$ cat src/rtl/core/pbts_pkg.sv
package pbts_pkg;

  // Action codes carried in the low bits of an input word.
  typedef enum logic [2:0] {
    ActAdd    = 3'd0,
    ActDelay  = 3'd1,
    ActTick   = 3'd2,
    ActLock   = 3'd3,
    ActUnlock = 3'd4,
    ActStart  = 3'd5
  } action_e;

  localparam int unsigned ActionW  = 3;
  localparam int unsigned PrioW    = 5;
  localparam int unsigned TicksW   = 32;
  localparam int unsigned CountW   = 32;
  localparam int unsigned LockW    = 8;
  localparam int unsigned ReadyW   = 32;
  localparam int unsigned InDataW  = 40;
  localparam int unsigned OutDataW = 48;

  // Slot indexes between units are carried at the width of the largest
  // supported slot count.
  localparam int unsigned IdxW = 6;

  localparam logic [LockW-1:0] LockMax = 8'd255;

  typedef struct packed {
    logic            done;
    logic            expire;
    logic [IdxW-1:0] idx;
  } tick_stat_t;

  typedef struct packed {
    logic            done;
    logic            found;
    logic [IdxW-1:0] idx;
  } scan_res_t;

endpackage

$ cat src/rtl/core/pbts_cdmem.sv
module pbts_cdmem #(
  parameter int PRIO_LEVELS = 32
) (
  input  logic                           clk_i,
  input  logic                           rst_ni,
  input  logic                           start_i,
  input  logic [PRIO_LEVELS-1:0]         delayed_i,
  input  logic                           wr_en_i,
  input  logic [$clog2(PRIO_LEVELS)-1:0] wr_addr_i,
  input  logic [pbts_pkg::CountW-1:0]    wr_data_i,
  output pbts_pkg::tick_stat_t           stat_o
);

  localparam int PW = $clog2(PRIO_LEVELS);
  localparam logic [PW-1:0] LastIdx = PW'(PRIO_LEVELS - 1);

  logic [pbts_pkg::CountW-1:0] mem [PRIO_LEVELS];

  logic                        sweep_q;
  logic [PW-1:0]               cnt_q;
  logic                        st1_go_q;
  logic                        st1_act_q;
  logic                        st1_last_q;
  logic [PW-1:0]               st1_idx_q;
  logic [pbts_pkg::CountW-1:0] rd_data_q;
  logic [pbts_pkg::CountW-1:0] dec;
  logic                        rd_en;
  logic                        we;
  logic [PW-1:0]               waddr;
  logic [pbts_pkg::CountW-1:0] wdata;

  assign rd_en = sweep_q & delayed_i[cnt_q];
  // The single decrementer is shared by every slot in turn.
  assign dec   = rd_data_q - 32'd1;
  assign we    = st1_act_q | wr_en_i;
  assign waddr = st1_act_q ? st1_idx_q : wr_addr_i;
  assign wdata = st1_act_q ? dec : wr_data_i;

  always_ff @(posedge clk_i or negedge rst_ni) begin
    if (!rst_ni) begin
      sweep_q    <= 1'b0;
      cnt_q      <= '0;
      st1_go_q   <= 1'b0;
      st1_act_q  <= 1'b0;
      st1_last_q <= 1'b0;
    end else begin
      st1_go_q   <= sweep_q;
      st1_act_q  <= rd_en;
      st1_last_q <= sweep_q && (cnt_q == LastIdx);
      if (start_i) begin
        sweep_q <= 1'b1;
        cnt_q   <= '0;
      end else if (sweep_q) begin
        if (cnt_q == LastIdx) begin
          sweep_q <= 1'b0;
        end
        cnt_q <= cnt_q + 1'b1;
      end
    end
  end

  always_ff @(posedge clk_i) begin
    st1_idx_q <= cnt_q;
    if (rd_en) begin
      rd_data_q <= mem[cnt_q];
    end
    if (we) begin
      mem[waddr] <= wdata;
    end
  end

  assign stat_o.done   = st1_go_q & st1_last_q;
  assign stat_o.expire = st1_act_q & (dec == '0);
  assign stat_o.idx    = pbts_pkg::IdxW'(st1_idx_q);

endmodule

$ cat src/rtl/core/pbts_scan.sv
module pbts_scan #(
  parameter int PRIO_LEVELS = 32
) (
  input  logic                   clk_i,
  input  logic                   rst_ni,
  input  logic                   start_i,
  input  logic [PRIO_LEVELS-1:0] mask_i,
  output pbts_pkg::scan_res_t    res_o
);

  localparam int NGrp = (PRIO_LEVELS + 7) / 8;
  localparam int MW   = NGrp * 8;
  localparam int GW   = (NGrp > 1) ? $clog2(NGrp) : 1;
  localparam logic [GW-1:0] LastGrp = GW'(NGrp - 1);

  logic          busy_q;
  logic [GW-1:0] grp_q;
  logic [MW-1:0] mask_q;
  logic          hit;
  logic [2:0]    pos;
  logic          last;

  // Lowest set bit of the byte now under test.
  always_comb begin
    hit = 1'b0;
    pos = '0;
    for (int b = 7; b >= 0; b--) begin
      if (mask_q[b]) begin
        hit = 1'b1;
        pos = 3'(b);
      end
    end
  end

  assign last = (grp_q == LastGrp);

  always_ff @(posedge clk_i or negedge rst_ni) begin
    if (!rst_ni) begin
      busy_q <= 1'b0;
      grp_q  <= '0;
    end else if (start_i) begin
      busy_q <= 1'b1;
      grp_q  <= '0;
    end else if (busy_q) begin
      if (hit || last) begin
        busy_q <= 1'b0;
      end
      grp_q <= grp_q + 1'b1;
    end
  end

  always_ff @(posedge clk_i) begin
    if (start_i) begin
      mask_q <= MW'(mask_i);
    end else if (busy_q) begin
      mask_q <= mask_q >> 8;
    end
  end

  assign res_o.done  = busy_q & (hit | last);
  assign res_o.found = hit;
  assign res_o.idx   = (pbts_pkg::IdxW'(grp_q) << 3) | pbts_pkg::IdxW'(pos);

endmodule

$ cat src/rtl/core/priority_bitmap_task_scheduler_top.sv
// One result word per input word; the next word is taken once the result has moved to the
// output register. Add, lock, unused codes, an unlock that leaves the lock held and a delay
// with no running slot or with the lock held go straight to the result. A delay of the running
// slot with the lock free, an unlock to zero and start add a ready scan of one bitmap byte per
// cycle; a tick adds a countdown sweep of the delayed slots first, then a scan if unlocked.
// Asynchronous active-low reset clears the bitmaps, running slot and lock depth; countdowns are kept.
module priority_bitmap_task_scheduler_top #(
  parameter int PRIO_LEVELS = 32
) (
  input  logic                            clk_i,
  input  logic                            rst_ni,
  input  logic                            s_axis_tvalid,
  output logic                            s_axis_tready,
  // [2:0] action, [7:3] task_prio, [39:8] sleep length in ticks
  input  logic [pbts_pkg::InDataW-1:0]    s_axis_tdata,
  output logic                            m_axis_tvalid,
  input  logic                            m_axis_tready,
  // [0] switch_request, [5:1] running_prio, [6] running_valid,
  // [38:7] ready_bits, [46:39] lock_level, [47] zero
  output logic [pbts_pkg::OutDataW-1:0]   m_axis_tdata
);

  localparam int PW  = $clog2(PRIO_LEVELS);
  localparam int PWX = (PW > pbts_pkg::PrioW) ? PW : pbts_pkg::PrioW;
  localparam int RWX = (PRIO_LEVELS > pbts_pkg::ReadyW) ? PRIO_LEVELS : pbts_pkg::ReadyW;
  localparam logic [PW-1:0] IdleSlot = PW'(PRIO_LEVELS - 1);

  typedef enum logic [1:0] {
    StIdle,
    StTick,
    StScan,
    StFinish
  } state_e;

  state_e                          state_q, state_d;
  logic [PRIO_LEVELS-1:0]          ready_q, ready_d;
  logic [PRIO_LEVELS-1:0]          delayed_q, delayed_d;
  logic [PW-1:0]                   cur_q, cur_d;
  logic                            valid_q, valid_d;
  logic [pbts_pkg::LockW-1:0]      lock_q, lock_d;
  logic                            sw_q, sw_d;
  logic                            tick_start_q, tick_start_d;
  logic                            scan_start_q, scan_start_d;
  logic                            out_valid_q, out_valid_d;
  logic [pbts_pkg::OutDataW-1:0]   out_data_q, out_data_d;

  pbts_pkg::action_e               action;
  logic [pbts_pkg::PrioW-1:0]      task_prio;
  logic [pbts_pkg::TicksW-1:0]     sleep_ticks;
  logic [PWX-1:0]                  prio_x;
  logic [PWX-1:0]                  cur_x;
  logic [RWX-1:0]                  ready_x;
  logic                            in_acc;
  logic                            mem_we;
  pbts_pkg::tick_stat_t            tick_stat;
  pbts_pkg::scan_res_t             scan_res;

  assign action      = pbts_pkg::action_e'(s_axis_tdata[2:0]);
  assign task_prio   = s_axis_tdata[7:3];
  assign sleep_ticks = s_axis_tdata[39:8];
  assign prio_x      = PWX'(task_prio);
  assign cur_x       = PWX'(cur_q);
  assign ready_x     = RWX'(ready_q);

  assign s_axis_tready = (state_q == StIdle);
  assign in_acc        = s_axis_tvalid & s_axis_tready;
  assign mem_we        = in_acc && (action == pbts_pkg::ActDelay) && valid_q;

  assign m_axis_tvalid = out_valid_q;
  assign m_axis_tdata  = out_data_q;

  pbts_cdmem #(
    .PRIO_LEVELS(PRIO_LEVELS)
  ) u_cdmem (
    .clk_i    (clk_i),
    .rst_ni   (rst_ni),
    .start_i  (tick_start_q),
    .delayed_i(delayed_q),
    .wr_en_i  (mem_we),
    .wr_addr_i(cur_q),
    .wr_data_i(sleep_ticks),
    .stat_o   (tick_stat)
  );

  pbts_scan #(
    .PRIO_LEVELS(PRIO_LEVELS)
  ) u_scan (
    .clk_i  (clk_i),
    .rst_ni (rst_ni),
    .start_i(scan_start_q),
    .mask_i (ready_q),
    .res_o  (scan_res)
  );

  always_comb begin
    state_d      = state_q;
    ready_d      = ready_q;
    delayed_d    = delayed_q;
    cur_d        = cur_q;
    valid_d      = valid_q;
    lock_d       = lock_q;
    sw_d         = sw_q;
    tick_start_d = 1'b0;
    scan_start_d = 1'b0;
    out_valid_d  = out_valid_q & ~m_axis_tready;
    out_data_d   = out_data_q;

    case (state_q)
      StIdle: begin
        if (in_acc) begin
          sw_d    = 1'b0;
          state_d = StFinish;
          case (action)
            pbts_pkg::ActAdd: begin
              if (32'(task_prio) < PRIO_LEVELS) begin
                ready_d[prio_x[PW-1:0]]   = 1'b1;
                delayed_d[prio_x[PW-1:0]] = 1'b0;
              end
            end
            pbts_pkg::ActDelay: begin
              if (valid_q) begin
                delayed_d[cur_q] = 1'b1;
                ready_d[cur_q]   = 1'b0;
                if (lock_q == '0) begin
                  scan_start_d = 1'b1;
                  state_d      = StScan;
                end
              end
            end
            pbts_pkg::ActTick: begin
              tick_start_d = 1'b1;
              state_d      = StTick;
            end
            pbts_pkg::ActLock: begin
              if (lock_q != pbts_pkg::LockMax) begin
                lock_d = lock_q + 1'b1;
              end
            end
            pbts_pkg::ActUnlock: begin
              if (lock_q != '0) begin
                lock_d = lock_q - 1'b1;
                if (lock_q == 8'd1) begin
                  scan_start_d = 1'b1;
                  state_d      = StScan;
                end
              end
            end
            pbts_pkg::ActStart: begin
              lock_d            = '0;
              delayed_d         = '0;
              ready_d[IdleSlot] = 1'b1;
              scan_start_d      = 1'b1;
              state_d           = StScan;
            end
            default: begin
            end
          endcase
        end
      end
      StTick: begin
        if (tick_stat.expire) begin
          ready_d[tick_stat.idx[PW-1:0]]   = 1'b1;
          delayed_d[tick_stat.idx[PW-1:0]] = 1'b0;
        end
        if (tick_stat.done) begin
          if (lock_q == '0) begin
            scan_start_d = 1'b1;
            state_d      = StScan;
          end else begin
            state_d = StFinish;
          end
        end
      end
      StScan: begin
        if (scan_res.done) begin
          if (scan_res.found && !(valid_q && (scan_res.idx[PW-1:0] == cur_q))) begin
            sw_d    = 1'b1;
            cur_d   = scan_res.idx[PW-1:0];
            valid_d = 1'b1;
          end
          state_d = StFinish;
        end
      end
      StFinish: begin
        // The result waits here only while the previous word is still unread.
        if (!out_valid_q || m_axis_tready) begin
          out_valid_d = 1'b1;
          out_data_d  = {1'b0, lock_q, ready_x[pbts_pkg::ReadyW-1:0], valid_q,
                         cur_x[pbts_pkg::PrioW-1:0], sw_q};
          state_d     = StIdle;
        end
      end
      default: begin
        state_d = StIdle;
      end
    endcase
  end

  always_ff @(posedge clk_i or negedge rst_ni) begin
    if (!rst_ni) begin
      state_q      <= StIdle;
      ready_q      <= '0;
      delayed_q    <= '0;
      cur_q        <= '0;
      valid_q      <= 1'b0;
      lock_q       <= '0;
      sw_q         <= 1'b0;
      tick_start_q <= 1'b0;
      scan_start_q <= 1'b0;
      out_valid_q  <= 1'b0;
    end else begin
      state_q      <= state_d;
      ready_q      <= ready_d;
      delayed_q    <= delayed_d;
      cur_q        <= cur_d;
      valid_q      <= valid_d;
      lock_q       <= lock_d;
      sw_q         <= sw_d;
      tick_start_q <= tick_start_d;
      scan_start_q <= scan_start_d;
      out_valid_q  <= out_valid_d;
    end
  end

  always_ff @(posedge clk_i) begin
    out_data_q <= out_data_d;
  end

endmodule

$ cat config.mk
export PLATFORM = sky130hd
export DESIGN_NAME = priority_bitmap_task_scheduler_top
export DESIGN_NICKNAME = d
export VERILOG_FILES = /design/src/rtl/core/pbts_pkg.sv /design/src/rtl/core/pbts_cdmem.sv /design/src/rtl/core/pbts_scan.sv /design/src/rtl/core/priority_bitmap_task_scheduler_top.sv
export SDC_FILE = /design/constraint.sdc
export NUM_CORES = 1
export LEC_CHECK = 0
export BUFFER_PORTS_ARGS = -buffer_cell sky130_fd_sc_hd__buf_4
export CORE_MARGIN = 3
export CORE_UTILIZATION = 50
export DETAILED_ROUTE_END_ITERATION = 7
export GPL_TIMING_DRIVEN = 0
export PLACE_DENSITY = 0.73
export SYNTH_ARGS = -nofsm -noshare
export SYNTH_HDL_FRONTEND = slang
export SYNTH_SLANG_ARGS = --single-unit
$ cat constraint.sdc
create_clock -name clk_i -period 10.94 [get_ports clk_i]
set_clock_uncertainty 0.1 [all_clocks]
set_input_delay 0.547 -clock clk_i [delete_from_list [all_inputs] [get_ports clk_i]]
set_output_delay 0.547 -clock clk_i [all_outputs]
set_load 0.03 [all_outputs]
After elaboration in Yosys (flattened, before gate mapping):

Memory sizes are Yosys's and may differ from the RTL's. A register that Yosys moved wholly into a read port is not among the register bits.
Index checks and enable logic that the tools add are counted.
Widths: inputs -> output; s select.

* bitwise operators: 19
* order comparisons: 7
* reductions and logical operators: 29
* add/subtract/negate cells: 5
* equality and inequality tests: 24
* multiplexer cells: 81

Operators with widths (count)
* $mux 32: 9
* $pmux 32 s2: 2
* $and 32x32->32: 3
* $not 32->32: 3
* $or 32x32->32: 3
* $pmux 32 s3: 1
* $pmux 31 s2: 1
* $mux 1: 38
* $logic_not 32->1: 1
* $sub 32x1->32 const B: 1
* $lt 5x6->1 const B: 4
* $mux 3: 8
* $pmux 8 s3: 1
* $mux 8: 2
* $pmux 2 s4: 2
* $demux 1 s5: 3
* $ge 5x1->1 const B: 3
* $mux 5: 3
* $reduce_and 5->1: 3
* $ne 2x2->1 const B: 7
* $mux 2: 6
* $add 8x1->8 const B: 1
* $eq 8x1->1 const B: 1
* $logic_and 1x1->1: 8
* other kinds (33): 51

* memory bits (writable): 1024
* input bits: 44
* memories kept: 1
* output and inout bits: 50
* register bits: 180
* logic and storage cells: 187

Memory list
* u_cdmem.mem: words 32, bits a word 32, read ports 1, clocked after Yosys merged registers in 1, write ports 1, RTL line pbts_cdmem.sv:17 `logic [pbts_pkg::CountW-1:0] mem [PRIO_LEVELS];`

Longest topological paths before layout:

* depth after elaboration: 16
* depth in mapped cells: 10
* gate-level depth less buffers: 9

Hierarchy:

From an unflattened synthesis, not the netlist that was laid out.

* cell total of the unflattened synthesis: 2510
* area, all modules: 49924.1 sq um

Modules (own cells, without submodules)
* pbts_cdmem: cells an instance 1792, seq. area each 32035.7 sq um, times used 1, area each 41800.1 sq um
* priority_bitmap_task_scheduler_top: cells an instance 622, seq. area each 3513.4 sq um, times used 1, area each 6506.2 sq um
* pbts_scan: cells an instance 96, seq. area each 1036.0 sq um, times used 1, area each 1617.8 sq um

Least setup slack after synthesis:

No wires, ideal clock.

* path type: reg-to-reg
* from: reg u_cdmem.rd_data_q[5] (netlist bit), read port of u_cdmem.mem
* to: mem u_cdmem.mem[0][27] (netlist bit) (data pin)
* arrival: 3447 ps
* setup time: 377 ps
* slack: 7016 ps
* clock period less this slack: 3924 ps
* stages on the path, launching flop included: 9
* data required time: 10463 ps
* cells stage by stage: edfxtp_1 or4_4 buf_6 or3_4 buf_6 or3_1 or4_1 xor2_1 a21oi_1

* longest elaborated chain between the ends: 2

RTL lines
* start, declared: RTL line pbts_cdmem.sv:25 `logic [pbts_pkg::CountW-1:0] rd_data_q;`
* $sub 32x1->32: RTL line pbts_cdmem.sv:34 `assign dec = rd_data_q - 32'd1;`
* $mux 32: RTL line pbts_cdmem.sv:37 `assign wdata = st1_act_q ? dec : wr_data_i;`
* named net u_cdmem.wdata, one bit: RTL line pbts_cdmem.sv:30 `logic [pbts_pkg::CountW-1:0] wdata;`
* end, declared: RTL line pbts_cdmem.sv:17

The timed path passes the listed nets, and every way through them passes these cells.

Worst setup path after layout:

* from: reg u_cdmem.rd_data_q[5] (netlist bit), read port of u_cdmem.mem
* to: reg delayed_q[25]

* longest elaborated chain between the ends: 5

RTL lines
* $sub 32x1->32: RTL line pbts_cdmem.sv:34
* $logic_not 32->1: RTL line pbts_cdmem.sv:73 `assign stat_o.expire = st1_act_q & (dec == '0);`
* $and 1x1->1: RTL line pbts_cdmem.sv:73
* $ne 2x2->1 (no line)
* $reduce_and 5->1 (no line)
* end signal, assigned: RTL line priority_bitmap_task_scheduler_top.sv:214 `delayed_q <= delayed_d;`
* end, declared: RTL line priority_bitmap_task_scheduler_top.sv:37 `logic [PRIO_LEVELS-1:0] delayed_q, delayed_d;`

No other way between the ends.
A chain may end at the register's enable or synchronous reset.

==> flow_metrics.py <==
metrics = {
    "cts": {
        "post_cts_buffers": 0,
        "cts_hold_buffers": 0,
        "cts_root_buffer": "clkbuf_16",
        "clock_path_buffers": 3,
        "insertion_delay_ns": 0.72,
        "clk_pin_slew_ns": 0.06,
        "cts.htree.levels": 3,
        "cts_buffers": 119,
        "cts.sinks": 1236,
        "cts-resized-gates": 0,
        "tritoncts": "built",
    },
    "synthesis": {
        "synth-simple-area-share_pct": 3.65,
        "synth-xor-area-share_pct": 0.634,
        "ys.flop_type": "edfxtp_1",
        "synth_cell_types": 72,
        "synthesis.nets": 2607,
        "synth-adder-area-share_pct": 0.302,
        "synth.area.top_cells": "edfxtp_1 68%, mux4_2 15%, dfrtp_1 4.8%",
        "synth_compound_area_share_pct": 3.85,
        "syn_area_per_cell_um2": 19.5,
        "yosysTopAreaCellShare_pct": 68.5,
        "ys_async_sr_fraction_pct": 7.77,
        "synthMuxAreaShare_pct": 16.6,
        "yosysTopAreaCell": "edfxtp_1",
        "synthesis.area_um2": 49800,
        "seq_area_frac_synth_pct": 73.5,
        "synth_top_family_by_area": "multiplexers",
        "ys_seq_elements": 1236,
        "synth_edf_count": 1135,
        "yosysWarnings": 0,
        "synthCells": 2551,
    },
    "placement": {
        "dp_hpwl_mm": 85.4,
        "gp_congestion": 0.913,
        "placement.io_buffers": 92,
    },
    "detailed_routing": {
        "drc_errors": 0,
        "ant_nets": 0,
        "vias": 27200,
        "avgViaCountPerCell": 6.44,
        "drt_first_pass_iters": 6,
        "detail_route.wl_per_cell_um": 31.0,
        "finalWirelength_mm": 131,
        "first_iter_violations": 3458,
    },
    "setup_path": {
        "end_kind": "register",
        "worstPathMaxFanout": 10,
        "arrival_ns": 5.37,
        "critPathRequiredTime_ns": 11.36,
        "start_kind": "register",
        "crit_type": "reg2reg",
    },
    "global_routing": {
        "first_global_vias": 27700,
        "grt_overflow": 0,
        "antenna_found_initial": 3,
        "grt_pass1_wl_mm": 191,
        "grt_max_degree": 97,
        "grtUsageTotal_pct": 25.5,
    },
    "worst_hold_path": {
        "hp-class": "in2reg",
    },
    "die": {
        "die_x_um": 321,
        "rows": 115,
        "design.core.area_um2": 98600,
        "num_io_pins": 94,
        "die_h_um": 321,
        "start_util_pct": 50.5,
        "dieArea_um2": 103000,
    },
    "finish": {
        "layout.nets": 2887,
        "drive_gt1_share_pct": 28.3,
        "syn2layout_area_growth_pct": 16.3,
        "fillCellCount": 6868,
        "fin_util_pct": 58.7,
    },
    "power_and_ir_drop": {
        "power.leakage_nw": 18.7,
        "finalPower_mw": 16.3,
        "power_density_nw_per_um2": 281,
        "vdd_drop_max_v": 0.000211,
    },
    "outcome": {
        "outcome": "finished, final reports clean",
    },
    "timing": {
        "clock.fmax_mhz": 202,
        "setup_viol": 0,
        "hold_viol": 0,
        "drv_slew": 0,
        "period_minus_slack_ns": 4.95,
        "relSlewSlack_pct": 11.7,
        "finalSetupTns_ns": 0,
        "rsz0062_at_grt": "no",
        "worstMarginPinSlew_ns": 1.32,
        "hold_ws_ns": 0.105,
        "period_share_pct": 45.2,
    },
    "run": {
        "cap_violations": 0,
    },
}
## per-layer routing
| layer | routed length, um | global-route usage (%) |
|---|---|---|
| met5 | 17 | 0 |
| met4 | 5900 | 10.8 |
| met3 | 13000 | 5.50 |
| met2 | 62400 | 40.6 |
| met1 | 49600 | 34.6 |
## synth_stat cells, drive strengths merged, types with 25 or more instances
library cell,count
a21oi,93
buf,37
clkbuf,97
dfrtp,96
edfxtp,1135
inv,54
mux2,66
mux4,330
nand2,71
nor2,145
nor3,25
o21ai,68
## cell usage in the layout, fill, tap and decap left out, drive strengths merged, types with 23 or more instances in the layout
| master | netlist | final |
|---|---|---|
| xnor2 | 23 | 23 |
| clkinv | 0 | 50 |
| mux4 | 330 | 330 |
| a21oi | 93 | 93 |
| nor3 | 25 | 25 |
| mux2 | 66 | 66 |
| o21ai | 68 | 68 |
| dfrtp | 96 | 96 |
| nor2 | 145 | 145 |
| inv | 54 | 55 |
| buf | 37 | 195 |
| nand2 | 71 | 71 |
| edfxtp | 1135 | 1135 |
| clkbuf | 97 | 235 |
## cell type report
cell class	instances	area, um^2	area share [%]
inverter	54	203	0.350
clock buffer	138	3120	5.40
sequential	1236	36600	63.2
tap	1287	1610	2.78
buffer	134	526	0.908
multi-input combinational	1127	12800	22.1
antenna	3	7.51	0.0130
clock inverter	83	1080	1.86
timing repair buffer	159	1910	3.30
## per-stage QoR
stage / setup WS (ns) / std cells / instance area, um^2
2_1_floorplan: 7.02 / 2551 / 49800
3_3_place_gp: 4.67 / 3930 / 52100
3_5_place_dp: 5.81 / 3994 / 53600
4_1_cts: 5.70 / 4215 / 57800
5_1_grt: 5.85 / 4218 / 57800
6_report: 5.99 / 4221 / 57900
## worst max-delay path, cell delays in order (launching register included)
cell and delay [ns]:
edfxtp_1 0.45, or4_4 0.54, buf_6 0.15, nor3_1 0.99, nand3_1 0.30, xnor2_1 0.28, nor4_2 0.76, a32o_1 0.40
clkbuf_1 0.57, o221ai_1 0.21
## logic make-up after synthesis
group,count (synthesis)
adder cells (fa/ha/maj),12
buffers and inverters,188
XOR/XNOR,36
AO/OA/AOI/OAI,300
multiplexers,403
AND/OR/NAND/NOR,375
other,1
flip-flops,1236
## worst paths after layout
path / startpoint / depth (start not counted) / endpoint / slack, ns
max reg2reg: u_cdmem.rd_data_q[5] / 9 / delayed_q[25] / 5.99
max in group asynchronous: rst_ni / 3 / delayed_q[11] / 10.00
min reg2reg: u_cdmem.cnt_q[2] / 0 / u_cdmem.st1_idx_q[2] / 0.28
min: m_axis_tready / 3 / m_axis_tvalid / 0.10
min in group asynchronous: rst_ni / 3 / lock_q[1] / 0.31
max: u_cdmem.rd_data_q[5] / 9 / delayed_q[25] / 5.99
## power by group
group | total (mW) | switching [mW] | internal [mW]
Sequential | 6.67 | 0.260 | 6.41
Clock | 4.35 | 1.79 | 2.57
Combinational | 5.23 | 3.18 | 2.06
## state kept, by name, summed over array words and instances (netlist names), 2 cells and up
signal and cells:
cur_q 5, delayed_q 32, lock_q 8, m_axis_tdata 47, ready_q 32, state_q 2
u_cdmem.cnt_q 5, u_cdmem.mem 1024, u_cdmem.rd_data_q 32, u_cdmem.st1_idx_q 5, u_scan.grp_q 2, u_scan.mask_q 32
(Power assumes the default switching activity.)
